===== src/rtl/core/max_window_pressure_range_macros.svh =====
// Assertion macros for the windowed pressure range block.
// Used by the top level; relies on clk_i and rst_ni in the including scope.
`ifndef MAX_WINDOW_PRESSURE_RANGE_MACROS_SVH
`define MAX_WINDOW_PRESSURE_RANGE_MACROS_SVH

`ifndef ASSERT_OFF
`define MWPR_ASSERT(name, prop, msg) \
  name: assert property (@(posedge clk_i) disable iff (!rst_ni) (prop)) else $error(msg);
`define MWPR_ASSERT_NEVER(name, cond, msg) \
  name: assert property (@(posedge clk_i) disable iff (!rst_ni) !(cond)) else $error(msg);
`else
`define MWPR_ASSERT(name, prop, msg)
`define MWPR_ASSERT_NEVER(name, cond, msg)
`endif

`endif


===== src/rtl/core/mwpr_pkg.sv =====
// Shared constants, register indexes and controller/datapath structs
// for the windowed pressure range block. No dependencies.
package mwpr_pkg;

  localparam int MAX_WINDOW = 64;
  localparam int ADDR_W     = $clog2(MAX_WINDOW);
  localparam int WIN_W      = 7;
  localparam int LEN_W      = 16;
  localparam int SAMPLE_W   = 18;
  localparam int DELTA_W    = 17;
  localparam int CFG_IDX_W  = 1;
  localparam int CFG_DATA_W = 16;

  localparam logic [CFG_IDX_W-1:0] REG_WINDOW_STEPS   = 1'd0;
  localparam logic [CFG_IDX_W-1:0] REG_STEPS_PER_TRAJ = 1'd1;

  localparam logic [WIN_W-1:0]   WINDOW_RST = 7'd2;
  localparam logic [LEN_W-1:0]   LEN_RST    = 16'd64;
  localparam logic [WIN_W-1:0]   MIN_WINDOW = 7'd2;
  localparam logic [WIN_W-1:0]   MAX_WIN_V  = WIN_W'(MAX_WINDOW);
  // 1200 hPa in 1/64 hPa units
  localparam logic [DELTA_W-1:0] PMIN_START = 17'd76800;

  typedef struct packed {
    logic load;
    logic scan;
    logic finish;
  } mwpr_cmd_t;

  typedef struct packed {
    logic eval_next;
    logic scan_done;
    logic commit_blocked;
  } mwpr_status_t;

endpackage


===== src/rtl/core/mwpr_ifs.sv =====
// Valid/ready channel interfaces: sample input, result output, register writes.
// Depends on mwpr_pkg.
interface mwpr_sample_if import mwpr_pkg::*; ();
  logic                       valid;
  logic                       ready;
  logic signed [SAMPLE_W-1:0] pressure_sample;
  modport source (output valid, output pressure_sample, input ready);
  modport sink   (input valid, input pressure_sample, output ready);
endinterface

interface mwpr_delta_if import mwpr_pkg::*; ();
  logic               valid;
  logic               ready;
  logic [DELTA_W-1:0] max_delta;
  modport source (output valid, output max_delta, input ready);
  modport sink   (input valid, input max_delta, output ready);
endinterface

interface mwpr_cfg_if import mwpr_pkg::*; ();
  logic                  valid;
  logic                  ready;
  logic [CFG_IDX_W-1:0]  index;
  logic [CFG_DATA_W-1:0] data;
  modport source (output valid, output index, output data, input ready);
  modport sink   (input valid, input index, input data, output ready);
endinterface


===== src/rtl/core/mwpr_ram.sv =====
// Generic single-write, single-read RAM with registered read data.
// No dependencies.
module mwpr_ram #(
  parameter int WIDTH = 8,
  parameter int DEPTH = 16
) (
  input  logic                     clk_i,
  input  logic                     we_i,
  input  logic [$clog2(DEPTH)-1:0] waddr_i,
  input  logic [WIDTH-1:0]         wdata_i,
  input  logic                     re_i,
  input  logic [$clog2(DEPTH)-1:0] raddr_i,
  output logic [WIDTH-1:0]         rdata_o
);

  logic [WIDTH-1:0] mem_q [DEPTH];
  logic [WIDTH-1:0] rdata_q;

  always_ff @(posedge clk_i) begin
    if (we_i) begin
      mem_q[waddr_i] <= wdata_i;
    end
    if (re_i) begin
      rdata_q <= mem_q[raddr_i];
    end
  end

  assign rdata_o = rdata_q;

endmodule


===== src/rtl/core/mwpr_ctrl.sv =====
// Controller: sequences sample load, window scan, drain and commit.
// Depends on mwpr_pkg.
module mwpr_ctrl import mwpr_pkg::*; (
  input  logic         clk_i,
  input  logic         rst_ni,
  input  logic         in_valid_i,
  output logic         in_ready_o,
  input  mwpr_status_t status_i,
  output mwpr_cmd_t    cmd_o
);

  localparam logic [1:0] ST_IDLE   = 2'd0;
  localparam logic [1:0] ST_SCAN   = 2'd1;
  localparam logic [1:0] ST_DRAIN  = 2'd2;
  localparam logic [1:0] ST_FINISH = 2'd3;

  logic [1:0] state_q, state_d;

  always_comb begin
    state_d      = state_q;
    cmd_o        = '0;
    in_ready_o   = 1'b0;
    case (state_q)
      ST_IDLE: begin
        in_ready_o = 1'b1;
        if (in_valid_i) begin
          cmd_o.load = 1'b1;
          state_d    = status_i.eval_next ? ST_SCAN : ST_FINISH;
        end
      end
      ST_SCAN: begin
        cmd_o.scan = 1'b1;
        if (status_i.scan_done) begin
          state_d = ST_DRAIN;
        end
      end
      ST_DRAIN: begin
        // last read data lands this cycle
        state_d = ST_FINISH;
      end
      ST_FINISH: begin
        // hold while the previous result still waits for its transfer
        if (!status_i.commit_blocked) begin
          cmd_o.finish = 1'b1;
          state_d      = ST_IDLE;
        end
      end
      default: begin
        state_d = ST_IDLE;
      end
    endcase
  end

  always_ff @(posedge clk_i or negedge rst_ni) begin
    if (!rst_ni) begin
      state_q <= ST_IDLE;
    end else begin
      state_q <= state_d;
    end
  end

endmodule


===== src/rtl/core/mwpr_datapath.sv =====
// Datapath: window memory, min/max accumulation, best delta and result register.
// Depends on mwpr_pkg, mwpr_ifs and mwpr_ram.
module mwpr_datapath import mwpr_pkg::*; (
  input  logic                       clk_i,
  input  logic                       rst_ni,
  input  mwpr_cmd_t                  cmd_i,
  output mwpr_status_t               status_o,
  input  logic [WIN_W-1:0]           window_steps_i,
  input  logic [LEN_W-1:0]           steps_per_traj_i,
  input  logic signed [SAMPLE_W-1:0] sample_i,
  mwpr_delta_if.source               result_o
);

  logic [LEN_W-1:0]    pos_q;
  logic [DELTA_W-1:0]  best_q;
  logic [ADDR_W-1:0]   newest_q;
  logic [ADDR_W-1:0]   cnt_q;
  logic [WIN_W-1:0]    w_q;
  logic                eval_q;
  logic                last_q;
  logic                rvalid_q;
  logic                out_valid_q;
  logic [DELTA_W-1:0]  out_data_q;
  logic [DELTA_W-1:0]  min_q;
  logic [DELTA_W-1:0]  max_q;

  logic [LEN_W-1:0]    len;
  logic [WIN_W-1:0]    w_sat;
  logic [WIN_W-1:0]    w_eff;
  logic [LEN_W:0]      pos_inc;
  logic                eval_now;
  logic                last_now;
  logic [ADDR_W-1:0]   waddr;
  logic [ADDR_W-1:0]   raddr;
  logic [SAMPLE_W-1:0] rdata;
  logic                rd_ok;
  logic [DELTA_W-1:0]  rd_mag;
  logic signed [DELTA_W:0] delta;
  logic                better;
  logic [DELTA_W-1:0]  best_next;
  logic                out_busy;

  // Effective trajectory and window lengths from the registers.
  always_comb begin
    len = (steps_per_traj_i == '0) ? LEN_W'(1) : steps_per_traj_i;
    if (window_steps_i > MAX_WIN_V) begin
      w_sat = MAX_WIN_V;
    end else if (window_steps_i < MIN_WINDOW) begin
      w_sat = MIN_WINDOW;
    end else begin
      w_sat = window_steps_i;
    end
    w_eff    = (LEN_W'(w_sat) > len) ? len[WIN_W-1:0] : w_sat;
    pos_inc  = {1'b0, pos_q} + (LEN_W+1)'(1);
    eval_now = pos_inc >= (LEN_W+1)'(w_eff);
    last_now = pos_inc >= {1'b0, len};
  end

  assign waddr = newest_q + ADDR_W'(1);
  assign raddr = newest_q - cnt_q;

  mwpr_ram #(
    .WIDTH (SAMPLE_W),
    .DEPTH (MAX_WINDOW)
  ) u_window_ram (
    .clk_i   (clk_i),
    .we_i    (cmd_i.load),
    .waddr_i (waddr),
    .wdata_i (sample_i),
    .re_i    (cmd_i.scan),
    .raddr_i (raddr),
    .rdata_o (rdata)
  );

  // Missing samples (zero or negative) take no part in min/max.
  assign rd_ok  = !rdata[SAMPLE_W-1] && (rdata != '0);
  assign rd_mag = rdata[DELTA_W-1:0];

  always_comb begin
    delta     = $signed({1'b0, max_q}) - $signed({1'b0, min_q});
    better    = eval_q && (delta > $signed({1'b0, best_q}));
    best_next = better ? delta[DELTA_W-1:0] : best_q;
  end

  assign out_busy = out_valid_q && !result_o.ready;

  always_comb begin
    status_o.eval_next      = eval_now;
    status_o.scan_done      = cnt_q == ADDR_W'(w_q - WIN_W'(1));
    status_o.commit_blocked = last_q && out_busy;
  end

  always_ff @(posedge clk_i or negedge rst_ni) begin
    if (!rst_ni) begin
      pos_q       <= '0;
      best_q      <= '0;
      newest_q    <= '0;
      cnt_q       <= '0;
      w_q         <= WINDOW_RST;
      eval_q      <= 1'b0;
      last_q      <= 1'b0;
      rvalid_q    <= 1'b0;
      out_valid_q <= 1'b0;
    end else begin
      rvalid_q <= cmd_i.scan;
      if (result_o.ready) begin
        out_valid_q <= 1'b0;
      end
      if (cmd_i.load) begin
        newest_q <= waddr;
        cnt_q    <= '0;
        w_q      <= w_eff;
        eval_q   <= eval_now;
        last_q   <= last_now;
      end
      if (cmd_i.scan) begin
        cnt_q <= cnt_q + ADDR_W'(1);
      end
      if (cmd_i.finish) begin
        if (last_q) begin
          out_valid_q <= 1'b1;
          best_q      <= '0;
          pos_q       <= '0;
        end else begin
          best_q <= best_next;
          pos_q  <= pos_inc[LEN_W-1:0];
        end
      end
    end
  end

  always_ff @(posedge clk_i) begin
    if (cmd_i.load) begin
      min_q <= PMIN_START;
      max_q <= '0;
    end else if (rvalid_q && rd_ok) begin
      if (rd_mag < min_q) begin
        min_q <= rd_mag;
      end
      if (rd_mag > max_q) begin
        max_q <= rd_mag;
      end
    end
    if (cmd_i.finish && last_q) begin
      out_data_q <= best_next;
    end
  end

  assign result_o.valid     = out_valid_q;
  assign result_o.max_delta = out_data_q;

endmodule


===== src/rtl/core/max_window_pressure_range.sv =====
// Windowed pressure range. Takes one pressure sample per transfer and, after the
// last sample of each trajectory, returns the greatest max-minus-min of valid
// samples over any window of W consecutive samples of that trajectory. The last
// MAX_WINDOW samples live in a single-port-read RAM that is scanned one entry
// per cycle, so a sample that closes a window goes through accept, W reads,
// drain and commit, any other sample through accept and commit. The result sits
// in an output register and does not stall input unless a trajectory ends again
// before the previous result is taken. No clearing pass is needed after reset.
// Register 0 is window_steps, register 1 is steps_per_trajectory; write them
// while the block is idle. Depends on mwpr_pkg, mwpr_ifs, mwpr_ctrl and
// mwpr_datapath.
`include "max_window_pressure_range_macros.svh"

module max_window_pressure_range import mwpr_pkg::*; (
  input  logic         clk_i,
  input  logic         rst_ni,
  mwpr_cfg_if.sink     cfg_i,
  mwpr_sample_if.sink  sample_i,
  mwpr_delta_if.source result_o
);

  logic [WIN_W-1:0] window_steps_q;
  logic [LEN_W-1:0] steps_per_traj_q;
  mwpr_cmd_t        cmd;
  mwpr_status_t     status;
  logic             in_ready;

  assign cfg_i.ready = 1'b1;

  always_ff @(posedge clk_i or negedge rst_ni) begin
    if (!rst_ni) begin
      window_steps_q   <= WINDOW_RST;
      steps_per_traj_q <= LEN_RST;
    end else if (cfg_i.valid) begin
      case (cfg_i.index)
        REG_WINDOW_STEPS:   window_steps_q   <= cfg_i.data[WIN_W-1:0];
        REG_STEPS_PER_TRAJ: steps_per_traj_q <= cfg_i.data[LEN_W-1:0];
        default: begin
          window_steps_q <= window_steps_q;
        end
      endcase
    end
  end

  assign sample_i.ready = in_ready;

  mwpr_ctrl u_ctrl (
    .clk_i      (clk_i),
    .rst_ni     (rst_ni),
    .in_valid_i (sample_i.valid),
    .in_ready_o (in_ready),
    .status_i   (status),
    .cmd_o      (cmd)
  );

  mwpr_datapath u_datapath (
    .clk_i            (clk_i),
    .rst_ni           (rst_ni),
    .cmd_i            (cmd),
    .status_o         (status),
    .window_steps_i   (window_steps_q),
    .steps_per_traj_i (steps_per_traj_q),
    .sample_i         (sample_i.pressure_sample),
    .result_o         (result_o)
  );

  `MWPR_ASSERT(a_scan_blocks_input, cmd.scan |-> !in_ready, "input ready during window scan")
  `MWPR_ASSERT(a_result_from_commit, $rose(result_o.valid) |-> $past(cmd.finish), "result without commit")
  `MWPR_ASSERT_NEVER(a_load_while_busy, cmd.load && (cmd.scan || cmd.finish), "load overlaps work")

endmodule


===== src/flat_wrapper.sv =====
// flat-port wrapper written by rule: the top's interface ports become plain ports
module max_window_pressure_range_flat import mwpr_pkg::*;
  (clk_i, rst_ni, cfg_i_valid, cfg_i_index, cfg_i_data, cfg_i_ready, sample_i_valid, sample_i_pressure_sample, sample_i_ready, result_o_valid, result_o_max_delta, result_o_ready);
  mwpr_cfg_if cfg_i_i ();
  mwpr_sample_if sample_i_i ();
  mwpr_delta_if result_o_i ();
  input  logic clk_i;
  input  logic rst_ni;
  input wire logic [$bits(cfg_i_i.valid)-1:0] cfg_i_valid;
  input wire logic [$bits(cfg_i_i.index)-1:0] cfg_i_index;
  input wire logic [$bits(cfg_i_i.data)-1:0] cfg_i_data;
  output wire logic [$bits(cfg_i_i.ready)-1:0] cfg_i_ready;
  input wire logic [$bits(sample_i_i.valid)-1:0] sample_i_valid;
  input wire logic [$bits(sample_i_i.pressure_sample)-1:0] sample_i_pressure_sample;
  output wire logic [$bits(sample_i_i.ready)-1:0] sample_i_ready;
  output wire logic [$bits(result_o_i.valid)-1:0] result_o_valid;
  output wire logic [$bits(result_o_i.max_delta)-1:0] result_o_max_delta;
  input wire logic [$bits(result_o_i.ready)-1:0] result_o_ready;
  assign cfg_i_i.valid = cfg_i_valid;
  assign cfg_i_i.index = cfg_i_index;
  assign cfg_i_i.data = cfg_i_data;
  assign cfg_i_ready = cfg_i_i.ready;
  assign sample_i_i.valid = sample_i_valid;
  assign sample_i_i.pressure_sample = sample_i_pressure_sample;
  assign sample_i_ready = sample_i_i.ready;
  assign result_o_valid = result_o_i.valid;
  assign result_o_max_delta = result_o_i.max_delta;
  assign result_o_i.ready = result_o_ready;
  max_window_pressure_range u_core (.clk_i(clk_i), .rst_ni(rst_ni), .cfg_i(cfg_i_i), .sample_i(sample_i_i), .result_o(result_o_i));
endmodule

===== config.mk =====
export PLATFORM = sky130hd
export DESIGN_NAME = max_window_pressure_range_flat
export DESIGN_NICKNAME = d
export VERILOG_FILES = /design/src/rtl/core/mwpr_pkg.sv /design/src/rtl/core/mwpr_ifs.sv /design/src/rtl/core/mwpr_ram.sv /design/src/rtl/core/mwpr_ctrl.sv /design/src/rtl/core/mwpr_datapath.sv /design/src/rtl/core/max_window_pressure_range.sv /design/src/flat_wrapper.sv
export VERILOG_INCLUDE_DIRS = /design/src /design/src/rtl/core
export SDC_FILE = /design/constraint.sdc
export NUM_CORES = 1
export LEC_CHECK = 0
export BUFFER_PORTS_ARGS = -buffer_cell sky130_fd_sc_hd__buf_2
export CORE_MARGIN = 10
export CORE_UTILIZATION = 35
export CTS_CLUSTER_SIZE = 30
export DETAILED_ROUTE_END_ITERATION = 12
export PLACE_DENSITY_LB_ADDON = 0.15
export SYNTH_ARGS = -nofsm -noshare
export SYNTH_HDL_FRONTEND = slang
export SYNTH_SLANG_ARGS = --single-unit

===== constraint.sdc =====
create_clock -name clk_i -period 9.85 [get_ports clk_i]
set_input_delay 1.4775 -clock clk_i [delete_from_list [all_inputs] [get_ports clk_i]]
set_output_delay 1.4775 -clock clk_i [all_outputs]
set_load 0.005 [all_outputs]

### Word-level counts from Yosys, hierarchy flattened

Memories as Yosys holds them, arrays and structs flattened. A register that Yosys moved wholly into a read port is not among the register bits.
Index checks and enable logic that the tools add are counted.

| operators by class | value |
|---|---|
| magnitude comparators | 8 |
| add/sub/neg operators | 6 |
| mux-type cells | 25 |
| reductions and logical operators | 17 |
| eq/ne operators | 7 |
| bitwise operators | 1 |

Operator list:

| cell | count |
|---|---|
| $mux W17 | 2 |
| $mux W16 | 2 |
| $mux W7 | 3 |
| $gt A18 B18 Y1 | 1 |
| $reduce_bool A18 Y1 | 1 |
| $sub A17 B17 Y18 | 1 |
| $add A16 B1 Y17 const B | 1 |
| $ge A17 B16 Y1 | 1 |
| $ge A17 B7 Y1 | 1 |
| $gt A17 B17 Y1 | 1 |
| $lt A17 B17 Y1 | 1 |
| $gt A7 B16 Y1 | 1 |
| $logic_not A16 Y1 | 1 |
| $add A6 B1 Y6 const B | 2 |
| $mux W6 | 2 |
| $mux W1 | 11 |
| $mux W2 | 4 |
| $pmux W2 S4 | 1 |
| $reduce_and A2 Y1 | 4 |
| $gt A7 B7 Y1 const B | 1 |
| $lt A7 B2 Y1 const B | 1 |
| $eq A6 B6 Y1 | 1 |
| $logic_and A1 B1 Y1 | 6 |
| $sub A6 B1 Y6 const B | 1 |
| other kinds (10) | 13 |

| word-level totals | value |
|---|---|
| output and inout bits | 20 |
| bits in writable memories | 1,152 |
| memories kept | 1 |
| register bits after elaboration | 131 |

Memories:

| memory | depth | width | read ports | clocked after memory_dff | write ports | RTL line | source |
|---|---|---|---|---|---|---|---|
| u_core.u_datapath.u_window_ram.mem_q | 64 | 18 | 1 | 1 | 1 | mwpr_ram.sv:16 | `logic [WIDTH-1:0] mem_q [DEPTH];` |

### Depth between registers and ports, before layout

| depth | value |
|---|---|
| word-level depth | 9 |
| mapped depth | 19 |
| gate-level depth less buffers | 19 |

### Modules after synthesis

A second synthesis with hierarchy kept.

| second synthesis, totals | value |
|---|---|
| cell total of the unflattened synthesis | 2,921 |
| area total of the unflattened synthesis | 53,859.2 µm² |

By module, submodules not included:

| module | cells an instance | times used | sequential area each (µm²) | area each (µm²) |
|---|---|---|---|---|
| mwpr_ram | 1,957 | 1 | 35,133.7 | 44,801.7 |
| mwpr_datapath | 893 | 1 | 2,568.7 | 7,911.3 |
| max_window_pressure_range | 52 | 1 | 578.1 | 960.9 |
| mwpr_ctrl | 19 | 1 | 50.0 | 185.2 |

### Worst setup path after synthesis

Ideal clock, no wire load.

| timing path | value |
|---|---|
| path kind | flip-flop to flip-flop |
| from | register u_core.window_steps_q[3] |
| to | register u_core.u_ctrl.state_q[1] |
| arrival time | 4.363 ns |
| required time | 9.787 ns |
| path slack | 5.424 ns |
| cell stages (with the launch flop) | 16 |
| buffers on the path | 0 |
| library setup time | 0.063 ns |
| cells stage by stage | dfrtp_1 or4_1 a21oi_1 ha_1 nor2b_1 o21a_1 o21ai_0 a21oi_1 o31ai_2 a21oi_1 ha_1 a221o_2 or4_1 or4_1 a21oi_1 o22a_2 |

| between the ends | value |
|---|---|
| longest elaborated chain between the ends | 9 |

Ends and longest elaborated chain:

| element | RTL line | source |
|---|---|---|
| start, declared | max_window_pressure_range.sv:22 | `logic [WIN_W-1:0] window_steps_q;` |
| start signal, assigned | max_window_pressure_range.sv:36 | `REG_WINDOW_STEPS: window_steps_q <= cfg_i.data[WIN_W-1:0];` |
| start signal, assigned | max_window_pressure_range.sv:39 | `window_steps_q <= window_steps_q;` |
| $lt A7 B2 Y1 | mwpr_datapath.sv:48 | `end else if (window_steps_i < MIN_WINDOW) begin` |
| $mux W7 | mwpr_datapath.sv:48 |  |
| $mux W7 * | mwpr_datapath.sv:46 | `if (window_steps_i > MAX_WIN_V) begin` |
| $gt A7 B16 Y1 | mwpr_datapath.sv:53 | `w_eff = (LEN_W'(w_sat) > len) ? len[WIN_W-1:0] : w_sat;` |
| $mux W7 * | mwpr_datapath.sv:53 |  |
| $ge A17 B7 Y1 * | mwpr_datapath.sv:55 | `eval_now = pos_inc >= (LEN_W+1)'(w_eff);` |
| $mux W2 * | mwpr_ctrl.sv:28 | `state_d = status_i.eval_next ? ST_SCAN : ST_FINISH;` |
| $mux W2 * | mwpr_ctrl.sv:26 | `if (in_valid_i) begin` |
| $pmux W2 S4 * | mwpr_ctrl.sv:23 | `case (state_q)` |
| end signal, assigned | mwpr_ctrl.sv:58 | `state_q <= state_d;` |
| end, declared | mwpr_ctrl.sv:17 | `logic [1:0] state_q, state_d;` |

Mark *: on every way between the ends. The rest lies on a longest branch, timed or not. The select of a mux whose other input is x is not followed.
A chain may end at the register's enable or synchronous reset.

### Final worst setup path

| timing path | value |
|---|---|
| from | register u_core.u_datapath.newest_q[0] |
| to | register u_core.u_datapath.u_window_ram.rdata_q[11], in the netlist u_core.u_datapath.u_window_ram.rdata_o[11], read port of u_core.u_datapath.u_window_ram.mem_q (data pin) |

| between the ends | value |
|---|---|
| longest elaborated chain between the ends | 1 |

Ends and longest elaborated chain:

| element | RTL line | source |
|---|---|---|
| start, declared | mwpr_datapath.sv:16 | `logic [ADDR_W-1:0] newest_q;` |
| start signal, assigned | mwpr_datapath.sv:110 | `newest_q <= waddr;` |
| $sub A6 B6 Y6 | mwpr_datapath.sv:60 | `assign raddr = newest_q - cnt_q;` |
| end, declared | mwpr_ram.sv:17 | `logic [WIDTH-1:0] rdata_q;` |

No other way between the ends.

==> impl_metrics.yaml <==
setup_path:
  rr_worst_depth: 9
  rrSetupSlack_ns: 4.60
  path_max_fanout: 49
  crit_start: "u_core.u_datapath.newest_q[0]"
  worst_ep_required_time_ns: 10.29
  start_kind: "flop"
  r2r-start: "u_core.u_datapath.newest_q[0]"
  endpoint_kind: "flop"
  crit_chain: "inv_1, ha_4, inv_1, fa_4, buf_4, mux4_2, mux4_2, mux2i_1, mux2i_1"
  cp_slowest_cell: "fa_4"
  endpoint: "u_core.u_datapath.u_window_ram.rdata_o[11]"
  max_stage_delay_ns: 1.35
  crit_type: "reg2reg"
  r2r-end: "u_core.u_datapath.u_window_ram.rdata_o[11]"
  worstPathArrival_ns: 5.69
floorplan:
  die_height_microns: 411
  core-area_sq_um: 152000
  die_w_microns: 411
  ios: 60
  start_util_pct: 35.2
  dieArea_sq_um: 169000
  placementRows: 143
logic_synthesis:
  synth_seq_area_share_pct: 71.7
  synth_edf_count: 1187
  yosysTopAreaCell: "edfxtp_1"
  netlist-cell-type-count: 75
  yosysWarnings: 0
  synth_nets: 2879
  ys_ff_latch: 1301
  synth.top_cell.area_share_pct: 66.6
  synth.avg_cell_area_sq_um: 19.6
  syn_area_sq_um: 53500
  syn-instance-count: 2727
  synthArstFlopShare_pct: 6.15
  synth.area.top_cells: "edfxtp_1 (67%), mux4_2 (15%), dfrtp_1 (3.6%), ha_1 (2.6%), mux2i_1 (1.5%)"
  synth_ff_type: "edfxtp_1"
grt:
  overflow: 0
  grt_pass1_wl_microns: 202000
  grt_antenna_before_repair: 7
  grt_usage_pct: 16.3
  grt_start_max_net_pins: 99
  first_global_vias: 28300
run:
  maxCapViolCount: 0
sta:
  hold_viol: 0
  maxSlewViolCount: 0
  fmax_mhz: 190
  setup_viol: 0
  worst_slew_pin_slew_ns: 1.30
  worst_slew_margin_rel_pct: 13.1
  fin_crit_sh_pct: 53.3
  setup-tns-final_ns: 0
  rsz0062_at_grt: "false"
  min_period_ns: 5.25
  skew_ns: 0.0333
clocking:
  cts_resized: 0
  post_cts_buffers: 0
  hold_buffers: 0
  cts_buffer_depth: 3
  clock_sinks: 1301
  cts_buffers: 143
  root_buffer: "clkbuf_16"
  cts_tree: "yes"
  cts.clk_slew.worst_paths_ns: 0.06
  clock_latency_ns: 0.76
  cts-htree-levels: 4
routing:
  vias: 26700
  wl_per_cell_microns: 27.8
  drc: 0
  avgViaCountPerCell: 5.33
  drtPass1Iterations: 5
  drt_iter0_markers: 2307
  antenna_left: 0
  drt_wl_total_microns: 139000
placed_design:
  globalplace.congestion: 0.775
  dp_hpwl_microns: 78900
  io_buffers: 58
  dp.cells: 4746
  place_area_sq_um: 56800
hold_path:
  hold_class: "reg2reg"
final_layout:
  n_fill_cell: 13400
  drive_above_1_share_pct: 26.0
  area_growth_pct: 14.2
  nets: 3013
  final_cells: 4998
  final_area_sq_um: 61100
pwr:
  cellPowerDensity_nw_per_um2: 378
  power.leakage_nw: 19.9
  ir_drop_mv: 0.667
run_status:
  run_status: "completed"
-- cells in the mapped netlist (3+ instances only) --
cell	number
or4_1	5
edfxtp_1	1187
a2bb2oi_1	3
nand4_1	22
o21bai_1	4
mux2_2	31
o21ai_0	60
o21a_1	10
o211ai_1	24
a21o_1	19
xnor2_1	32
nor2b_1	18
nor4_1	6
nor2_1	121
mux4_2	360
and2_1	5
nand3b_1	10
o22ai_1	5
a31oi_1	4
clkbuf_1	99
and3_1	5
buf_1	17
inv_1	102
dfrtp_1	77
a221oi_1	3
dfxtp_1	34
ha_1	110
xor2_1	17
a22o_1	12
mux2i_1	79
nor3_1	9
dfstp_2	3
a211oi_1	6
o311ai_0	6
o31ai_1	10
a21oi_1	49
nand3_1	28
or3_1	6
o221ai_1	4
nand2_1	73
nand2b_1	9
-- cells by family after synthesis --
kind of cell    after synthesis  synth area share [%]
flops                      1301                  71.7
mux                         470                  17.3
simple gates                330                  2.98
compound gates              242                  3.02
buf+inv                     222                  1.58
fa+ha+maj                   112                  2.65
xor+xnor                     49                 0.802
other cells                   1               0.00701
-- sequential cells by signal, indices dropped and copies added, names as in the netlist --
register and count:
u_core.u_datapath.rvalid_q 1, u_core.u_datapath.newest_q 6, u_core.u_datapath.best_q 17, u_core.u_datapath.cnt_q 6, u_core.window_steps_q 7, u_core.u_datapath.pos_q 16, u_core.u_datapath.last_q 1, u_core.u_datapath.u_window_ram.mem_q 1152
u_core.u_datapath.w_q 6, u_core.u_datapath.u_window_ram.rdata_o 18, u_core.u_datapath.max_q 17, u_core.steps_per_traj_q 16, u_core.u_datapath.min_q 17, u_core.u_datapath.result_o.valid 1, u_core.u_ctrl.state_q 2, u_core.u_datapath.result_o.max_delta 17
u_core.u_datapath.eval_q 1
-- worst max-delay path, delay by kind of cell (launching register included) --
family | cells | cell delay, ns
fa+ha+maj | 2 | 1.51
mux | 4 | 1.87
buf+inv | 3 | 1.02
flops | 1 | 0.47
-- worst min-delay path by stage --
stage,from,endpoint,slack [ns],depth (start not counted)
2_1_floorplan,u_core.u_datapath.eval_q,u_core.u_datapath.eval_q,0.44,2
5_1_grt,u_core.u_datapath.min_q[3],u_core.u_datapath.min_q[3],0.51,2
4_1_cts,u_core.u_datapath.min_q[2],u_core.u_datapath.min_q[2],0.48,2
3_3_place_gp,u_core.u_datapath.min_q[5],u_core.u_datapath.min_q[5],0.47,2
3_5_place_dp,u_core.u_datapath.min_q[2],u_core.u_datapath.min_q[2],0.47,2
6_report,u_core.u_datapath.min_q[2],u_core.u_datapath.min_q[2],0.48,2
-- metal layers --
metal | GRT usage (%) | part of all wire, % | vias to the layer above
met5 | 0 | 0.022 | -
li1 | - | - | 11500
met2 | 27.3 | 50 | 681
met4 | 4.22 | 1.9 | 4
met1 | 22.2 | 44 | 14300
met3 | 2.69 | 4.9 | 182
-- metrics by stage --
stage	hold slack [ns]	setup WS (ns)	util (%)	total power, mW
global placement	0.465	4.63	37.4	18.3
global route	0.511	4.31	40.2	24.3
CTS	0.476	4.62	40.2	23.5
floorplan	0.445	5.42	-	14.4
finish	0.478	4.60	40.2	23.1
detailed placement	0.468	4.65	37.4	18.4
-- report_power, final --
group	internal, mW	switching (mW)
sequential	6.44	0.344
clock	2.86	2.16
combinational	5.07	6.24
total	14.4	8.75
-- layout make-up --
cell class	count	area [sq um]	area share, %
inverter	102	383	0.627
sequential	1301	38300	62.7
clock inverter	56	467	0.764
timing repair buffer	109	713	1.17
multi-input combinational	1204	14800	24.2
tap	2030	2540	4.16
clock buffer	192	3870	6.33
antenna	4	10.0	0.0164
-- cells in the final DEF, fill, tap and decap left out, types with 9 or more instances in the layout --
cell type | synthesis | layout
a21o_1 | 19 | 19
a21oi_1 | 49 | 47
a22o_1 | 12 | 12
buf_2 | 2 | 57
buf_4 | 1 | 49
clkbuf_1 | 99 | 43
clkbuf_16 | 0 | 147
clkinv_1 | 0 | 26
clkinv_2 | 0 | 14
dfrtp_1 | 77 | 77
dfxtp_1 | 34 | 34
edfxtp_1 | 1187 | 1187
ha_1 | 110 | 109
inv_1 | 102 | 102
mux2_2 | 31 | 31
mux2i_1 | 79 | 79
mux4_2 | 360 | 360
nand2_1 | 73 | 73
nand2b_1 | 9 | 9
nand3_1 | 28 | 28
nand3b_1 | 10 | 10
nand4_1 | 22 | 22
nor2_1 | 121 | 57
nor2_2 | 0 | 16
nor2_4 | 0 | 48
nor2b_1 | 18 | 18
nor3_1 | 9 | 9
o211ai_1 | 24 | 24
o21a_1 | 10 | 10
o21ai_0 | 60 | 60
o31ai_1 | 10 | 10
xnor2_1 | 32 | 28
xor2_1 | 17 | 17
(Power assumes the default switching activity.)
